**config.mk**
```make
export PLATFORM = sky130hd
export DESIGN_NAME = smia_divider
export DESIGN_NICKNAME = d
export VERILOG_FILES = /design/src/rtl/smia_pkg.sv /design/src/rtl/smia_div_cell.sv /design/src/rtl/smia_divider.sv
export SDC_FILE = /design/constraint.sdc
export NUM_CORES = 2
export LEC_CHECK = 0
export BUFFER_PORTS_ARGS = -buffer_cell sky130_fd_sc_hd__buf_2
export CORE_MARGIN = 1
export CORE_UTILIZATION = 44
export DETAILED_ROUTE_END_ITERATION = 10
export GPL_TIMING_DRIVEN = 0
export SKIP_CTS_REPAIR_TIMING = 1
export SLEW_MARGIN = 20
export SYNTH_ARGS = -nofsm -noshare
export SYNTH_HDL_FRONTEND = slang
export SYNTH_SLANG_ARGS = --single-unit
export TNS_END_PERCENT = 20
```
**constraint.sdc**
```tcl
create_clock -name clk -period 9.2 [get_ports clk]
set_clock_uncertainty 0.2 [all_clocks]
set_input_delay 0.92 -clock clk [delete_from_list [all_inputs] [get_ports clk]]
set_output_delay 0.92 -clock clk [all_outputs]
set_load 0.005 [all_outputs]
```
**src/rtl/smia_pkg.sv**
```systemverilog
`timescale 1ns / 1ps
package smia_pkg;
	localparam int STACK_DEPTH = 64;
	localparam int NUM_VARS    = 32;
	localparam int WORD_WIDTH  = 32;
	localparam int SP_W        = $clog2(STACK_DEPTH + 1);
	localparam int SA_W        = $clog2(STACK_DEPTH);
	localparam int VA_W        = (NUM_VARS > 1) ? $clog2(NUM_VARS) : 1;

	typedef enum logic [1:0] {
		ERR_OK    = 2'd0,
		ERR_UNDER = 2'd1,
		ERR_DIVZ  = 2'd2,
		ERR_OVER  = 2'd3
	} err_t;

	typedef enum logic [4:0] {
		OP_PUSHC = 5'd0,  OP_PUSHV = 5'd1,  OP_POP  = 5'd2,
		OP_LOR   = 5'd3,  OP_LAND  = 5'd4,  OP_BOR  = 5'd5,
		OP_BXOR  = 5'd6,  OP_BAND  = 5'd7,  OP_NE   = 5'd8,
		OP_EQ    = 5'd9,  OP_GT    = 5'd10, OP_GE   = 5'd11,
		OP_LT    = 5'd12, OP_LE    = 5'd13, OP_SHL  = 5'd14,
		OP_SHR   = 5'd15, OP_ADD   = 5'd16, OP_SUB  = 5'd17,
		OP_MUL   = 5'd18, OP_MOD   = 5'd19, OP_DIV  = 5'd20,
		OP_ASET  = 5'd21, OP_AADD  = 5'd22, OP_ASUB = 5'd23,
		OP_AMUL  = 5'd24, OP_AAND  = 5'd25, OP_AOR  = 5'd26,
		OP_AXOR  = 5'd27, OP_ASHL  = 5'd28, OP_ASHR = 5'd29,
		OP_ADIV  = 5'd30, OP_AMOD  = 5'd31
	} op_t;

	typedef enum logic [2:0] {
		ST_IDLE, ST_READ, ST_EXEC, ST_DIV, ST_WRITE
	} state_t;

	typedef struct packed {
		logic [4:0]         op;
		logic signed [31:0] constant;
		logic [4:0]         var_index;
	} cmd_t;

	typedef struct packed {
		logic signed [31:0] value;
		logic [1:0]         error;
		logic [6:0]         depth;
	} rsp_t;

	// restoring divider chain's control
	typedef struct packed {
		logic load;
	} div_ctl_t;
endpackage

```
**src/rtl/smia_div_cell.sv**
```systemverilog
`timescale 1ns / 1ps
// one restoring-division cell: holds one quotient bit and hands the
// partial remainder to its neighbor
module smia_div_cell (
	input  logic                             clk,
	input  logic                             en,
	input  logic [smia_pkg::WORD_WIDTH-1:0]  rem_in,
	input  logic                             num_bit,
	input  logic [smia_pkg::WORD_WIDTH-1:0]  divisor,
	output logic [smia_pkg::WORD_WIDTH-1:0]  rem_out,
	output logic                             q_bit
);
	import smia_pkg::*;
	logic [WORD_WIDTH:0] trial;
	logic [WORD_WIDTH:0] shifted;

	// shift in next dividend bit and try a subtract
	always_comb begin
		shifted = {rem_in, num_bit};
		trial   = shifted - {1'b0, divisor};
	end

	// hold the remainder and quotient bit of this cell
	always_ff @(posedge clk) begin
		if (en) begin
			q_bit   <= ~trial[WORD_WIDTH];
			rem_out <= trial[WORD_WIDTH] ? shifted[WORD_WIDTH-1:0]
				: trial[WORD_WIDTH-1:0];
		end
	end
endmodule

```
**src/rtl/smia_divider.sv**
```systemverilog
`timescale 1ns / 1ps
// unsigned divider as a chain of cells; the active cell advances one per
// cycle along the chain
module smia_divider (
	input  logic                            clk,
	input  logic                            arst_n,
	input  smia_pkg::div_ctl_t              ctl,
	input  logic [smia_pkg::WORD_WIDTH-1:0] dividend,
	input  logic [smia_pkg::WORD_WIDTH-1:0] divisor,
	output logic                            done,
	output logic [smia_pkg::WORD_WIDTH-1:0] quotient,
	output logic [smia_pkg::WORD_WIDTH-1:0] remainder
);
	import smia_pkg::*;
	logic [WORD_WIDTH-1:0] rem_w [WORD_WIDTH+1];
	logic [WORD_WIDTH-1:0] en_q;
	logic [WORD_WIDTH-1:0] num_q;
	logic [WORD_WIDTH-1:0] dsr_q;
	logic                  done_q;

	assign rem_w[0] = '0;

	for (genvar i = 0; i < WORD_WIDTH; i++) begin : g_cell
		smia_div_cell u_cell (
			.clk     (clk),
			.en      (en_q[i]),
			.rem_in  (rem_w[i]),
			.num_bit (num_q[WORD_WIDTH-1-i]),
			.divisor (dsr_q),
			.rem_out (rem_w[i+1]),
			.q_bit   (quotient[WORD_WIDTH-1-i])
		);
	end

	// hold operands for the whole division
	always_ff @(posedge clk) begin
		if (ctl.load) begin
			num_q <= dividend;
			dsr_q <= divisor;
		end
	end

	// advance the enable token along the chain
	always_ff @(posedge clk or negedge arst_n) begin
		if (!arst_n) begin
			en_q   <= '0;
			done_q <= 1'b0;
		end else begin
			if (ctl.load) en_q <= {{(WORD_WIDTH-1){1'b0}}, 1'b1};
			else          en_q <= en_q << 1;
			done_q <= en_q[WORD_WIDTH-1];
		end
	end

	assign remainder = rem_w[WORD_WIDTH];
	assign done      = done_q;

`ifndef SYNTH
	a_token_onehot: assert property (@(posedge clk) disable iff (!arst_n)
		$onehot0(en_q)) else $error("divide token not one-hot");
	a_done_follows: assert property (@(posedge clk) disable iff (!arst_n)
		en_q[WORD_WIDTH-1] |=> done_q) else $error("done missing");
	a_no_reload: assert property (@(posedge clk) disable iff (!arst_n)
		ctl.load |=> !en_q[WORD_WIDTH-1]) else $error("token skipped");
`endif
endmodule

```
**After elaboration in Yosys (flattened, before gate mapping)**

Cells that the tools add are included.

- Flip-flop bits (word level): 1153
- Bits of input ports: 67

- Add/subtract/negate cells: 32
- Muxes and demuxes: 33
- Bitwise operators: 32

Operators by type and width:

| operator | number |
|---|---|
| 32-bit two-way mux | 32 |
| 33-bit by 32-bit subtractor with 33-bit output | 31 |
| 1-bit by 32-bit subtractor with 33-bit output | 1 |
| 1-bit inverter | 32 |
| 1-bit two-way mux | 1 |

**Longest topological paths before layout**

- Word-level depth: 2
- Depth in mapped cells: 16
- Gate-level depth less buffers: 14

**By module**

Synthesis repeated with hierarchy kept, for this count alone.

- Cell total of the unflattened synthesis: 10952
- Area, all modules: 110135.6 um^2

Modules (own cells, without submodules):

| module | times used | cells an instance | area an instance (um^2) | seq. area each (um^2) |
|---|---|---|---|---|
| smia_div_cell (g_cell[0].u_cell ...) | 28 | 338 | 3349.5 | 991.0 |
| smia_div_cell (g_cell[10].u_cell ...) | 3 | 338 | 3354.5 | 991.0 |
| smia_div_cell (g_cell[13].u_cell) | 1 | 342 | 3308.2 | 991.0 |
| smia_divider | 1 | 132 | 2979.1 | 2747.6 |

**Worst setup path before layout**

OpenSTA, ideal clock, no wires.

- Path kind: register to register
- Start: register dsr_q[1]
- End: register g_cell[1].u_cell.rem_out[31] (netlist name) (data pin)
- Library setup time: 0.260 ns
- Arrival: 5.464 ns
- Data required time: 8.740 ns
- Slack: 3.276 ns
- Cell stages (with the launch flop): 14
- Buffers on the path: 0
- Path through: edfxtp_1 inv_1 ha_1 nor2b_1 o31ai_1 nand2_1 a221o_1 a21oi_1 o21ai_0 a21o_1 a311oi_1 o21ai_0 xor2_1 mux2_2

- Cells in the longest elaborated chain, start to end: 2

Ends and longest elaborated chain:

| item | line | RTL |
|---|---|---|
| start, declared | smia_divider.sv:18 | `logic [WORD_WIDTH-1:0] dsr_q;` |
| start signal, assigned | smia_divider.sv:39 | `dsr_q <= divisor;` |
| 33-bit by 32-bit subtractor with 33-bit output | smia_div_cell.sv:20 | `trial = shifted - {1'b0, divisor};` |
| 32-bit two-way mux | smia_div_cell.sv:27 | `rem_out <= trial[WORD_WIDTH] ? shifted[WORD_WIDTH-1:0]` |
| end signal, assigned | smia_div_cell.sv:27 |  |
| end, declared | smia_div_cell.sv:10 | `output logic [smia_pkg::WORD_WIDTH-1:0] rem_out,` |

Every way passes these cells.
A chain may end at the register's enable or synchronous reset.

**Worst setup path in the final report**

- Start: register dsr_q[1]
- End: register g_cell[4].u_cell.rem_out[27] (netlist name) (data pin)

- Cells in the longest elaborated chain, start to end: 2

Ends and longest elaborated chain:

| item | line |
|---|---|
| 33-bit by 32-bit subtractor with 33-bit output | smia_div_cell.sv:20 |
| 32-bit two-way mux | smia_div_cell.sv:27 |
| end signal, assigned | smia_div_cell.sv:27 |
| end, declared | smia_div_cell.sv:10 |

Every way passes these cells.

==> impl_metrics.py <==
metrics = {
    "worst_setup_path": {
        "cpMaxStageDelayCell": "edfxtp_1",
        "r2r_slack_ps": 3450,
        "crit_end": "g_cell[4].u_cell.rem_out[27]",
        "crit_path_start": "dsr_q[1]",
        "path_class": "reg -> reg",
        "r2r_end": "g_cell[4].u_cell.rem_out[27]",
        "cp_max_fo": 10,
        "r2r_cells": 17,
        "worstPathRequired_ps": 9640,
        "cp.arrival_ps": 6190,
        "crit_chain": "buf_8, buf_16, buf_8, fa_1, nor2b_1, o21ai_0, a21boi_0, o2111ai_1, nand3_1, nand3_1, o31ai_1, a211oi_1, xnor2_1, buf_2, buf_2, nor2_1, a21oi_1",
        "path_delay_family": "compound AO/OA/AOI/OAI gates",
        "worstReg2RegStart": "dsr_q[1]",
        "startpoint_type": "register",
        "path_buf_inv": 5,
        "cp.depth": 17,
        "critPathMaxStageDelay_ps": 650,
        "endpoint_kind": "register",
    },
    "synthesis": {
        "syn_area_per_cell_um2": 10.17,
        "synth_compound_area_frac": 0.1903,
        "seq_area_frac_synth": 0.3591,
        "synth_top_family_by_area": "compound AO/OA/AOI/OAI gates",
        "yosys.area.top_type": "edfxtp_1",
        "synth.area.mux_share": 0.09949,
        "ys_top_cells_by_count": "edfxtp_1, ha_1, a21oi_1, mux2_2, xnor2_1",
        "synth_most_common_cell": "edfxtp_1",
        "synth_enable_flop_cells": 1120,
        "synth_fa_ha_area_frac": 0.1361,
        "synth_cell_types": 113,
        "synthCells": 9434,
        "synth.ff_latch_count": 1153,
        "syn_area_um2": 95960,
        "async_reset_ff_frac": 0.02862,
        "synth_simple_gate_area_frac": 0.1082,
        "synth_top_cell_area_share": 0.3505,
        "ys.flop_type": "edfxtp_1",
        "synth_warnings": 0,
        "synth_area_leaders": "edfxtp_1, ha_1, mux2_2, xnor2_1, a21oi_1",
        "synth-xor-area-share": 0.08066,
    },
    "floorplan": {
        "die_h_um": 469.0,
        "initial_core_util": 0.4423,
        "ios": 132,
        "die_w_um": 469.0,
        "die_area_um2": 220000,
        "rows": 171,
        "core_um2": 217000,
    },
    "clocking": {
        "clk_latency_ps": 800,
        "cts_tree": "built",
        "clkTransAtPathRegs_ps": 60,
        "root_buffer": "clkbuf_16",
        "ctsHtreeMaxLevel": 4,
        "clockBufferDepth": 3,
        "cts_buffers": 145,
        "cts.sinks": 1153,
    },
    "power_and_ir_drop": {
        "power.density_nw_per_um2": 155.4,
        "sw_frac_of_total": 0.3062,
        "power_frac_seq": 0.368,
        "clkPwrFrac": 0.351,
        "p_comb_frac": 0.282,
        "vdd_drop_max_mv": 0.2017,
        "p_total_mw": 16.48,
        "p_int_mw": 11.44,
        "switching_power_mw": 5.047,
        "p_leak_nw": 42.60,
    },
    "grt": {
        "antenna_found_initial": 9,
        "grt_pass1_vias": 72730,
        "grt_max_degree": 44,
        "grt_pass1_wl_um": 414900,
        "grt_usage": 0.2427,
        "globalRouteOverflowTotal": 0,
    },
    "timing": {
        "hold_viol": 0,
        "grt_setup_unrepaired": "no",
        "setup_ws_ps": 3445,
        "setup_viol": 0,
        "finalCritPeriodShare": 0.6255,
        "min_period_ps": 5755,
        "drv_slew": 0,
        "relSlewSlack": 0.3171,
        "max_freq_mhz": 173.8,
        "worstMarginPinSlew_ps": 998.5,
    },
    "job": {
        "maxCapViolations": 0,
    },
    "drt": {
        "wire_per_inst_um": 21.47,
        "routed_via_density": 5.875,
        "ant_nets": 0,
        "first_pass_iters": 6,
        "routed-via-count": 74840,
        "drt_wl_total_um": 273500,
        "drt-initial-drc-count": 5502,
        "detail_route.drc_violations": 0,
    },
    "layout": {
        "drive_above_1_share": 0.1412,
        "fill_cells": 19950,
        "nNetsFinal": 10860,
        "postLayoutCoreUtil": 0.4888,
        "area_delta_synth_final_pct": 10.51,
    },
    "status": {
        "status": "completed",
    },
    "placement": {
        "gp_congestion": 0.8978,
        "place.port_buffers": 131,
        "dp_slack_ps": 3482,
        "hpwl_um": 205700,
    },
    "worst_hold_path": {
        "hp-class": "in -> reg",
    },
}
-- power groups by stage --
| stage | registers, mW | logic (mW) | clock network [mW] |
|---|---|---|---|
| global route | 6.06 | 5.10 | 6.10 |
| global placement | 6.18 | 4.43 | 0 |
| finish | 6.06 | 4.64 | 5.78 |
| detailed placement | 6.17 | 4.58 | 0 |
| floorplan | 6.14 | 3.42 | 0 |
| CTS | 6.06 | 4.63 | 5.91 |
-- cell usage in the layout, fill, tap and decap left out, drive strengths merged, types with 25 or more instances in the layout --
cell | netlist | final
nor3 | 121 | 121
o21ai | 572 | 572
dfrtp | 33 | 33
o21bai | 92 | 92
o31a | 28 | 28
a211oi | 66 | 66
a21o | 477 | 477
clkbuf | 145 | 330
fa | 31 | 31
a21oi | 869 | 869
o21a | 152 | 152
mux2 | 768 | 768
a41oi | 25 | 25
nor4 | 29 | 29
a21boi | 48 | 48
or3 | 32 | 32
clkinv | 0 | 50
a211o | 28 | 28
or2 | 25 | 25
ha | 994 | 994
nor2 | 562 | 562
edfxtp | 1120 | 1120
buf | 124 | 297
nand2 | 562 | 562
and3 | 87 | 87
o211ai | 54 | 54
nand2b | 134 | 134
a221oi | 31 | 31
and2 | 40 | 40
o31ai | 59 | 59
o2111ai | 30 | 30
nand4 | 100 | 100
a31oi | 81 | 81
mux2i | 80 | 80
nand3 | 169 | 169
xor2 | 310 | 310
inv | 304 | 313
xnor2 | 566 | 566
a2111oi | 25 | 25
nor2b | 191 | 191
-- flip-flops by register name (all words and copies together), names as in the netlist --
| name | flops |
|---|---|
| num_q | 32 |
| dsr_q | 32 |
| done | 1 |
| g_cell.u_cell.q_bit | 32 |
| en_q | 32 |
| g_cell.u_cell.rem_out | 1024 |
-- cells by family after synthesis --
group,after synthesis
flip-flops,1153
buffers and inverters,573
AO/OA/AOI/OAI,2821
other,1
XOR/XNOR,876
AND/OR/NAND/NOR,2137
multiplexers,848
adder cells (fa/ha/maj),1025
-- per-stage QoR --
stage          cell area (µm²)  instances  hold slack, ps  TNS (ps)
2_1_floorplan            96010       9448           321.9         0
3_3_place_gp            100200      12430           354.4    -78460
3_5_place_dp            101300      12480           363.1         0
4_1_cts                 106000      12740          -72.14         0
5_1_grt                 106000      12740           43.15         0
6_report                106000      12740           86.97         0
-- how the worst min path moves through the flow --
stage / start / end / cells after the start
6_report: dividend[15] / num_q[15] / 1
2_1_floorplan: num_q[31] / g_cell[0].u_cell.rem_out[0] / 2
4_1_cts: arst_n / en_q[1] / 1
3_5_place_dp: g_cell[2].u_cell.rem_out[10] / g_cell[3].u_cell.rem_out[11] / 1
3_3_place_gp: num_q[31] / g_cell[0].u_cell.rem_out[0] / 2
5_1_grt: divisor[13] / dsr_q[13] / 1
-- routing by layer --
metal / track usage / vias to the layer above / wire length [µm]
li1: - / 36410 / -
met5: 0 / - / 0
met4: 0.09462 / 0 / 10900
met2: 0.3969 / 1994 / 124600
met3: 0.02606 / 469 / 12750
met1: 0.3286 / 35960 / 125200
-- final cells by class --
class	instances	area, µm²	share of cell area
inverters	304	1219	0.01149
well taps	2854	3571	0.03368
plain buffers	269	1368	0.01290
multi-input cells	7722	59040	0.5568
clock buffers	185	3944	0.03719
flip-flops and latches	1153	34500	0.3253
diodes	1	2.502	0.00002360
repair buffers	174	1583	0.01493
clock inverters	77	814.5	0.007681
(Power assumes the default switching activity.)
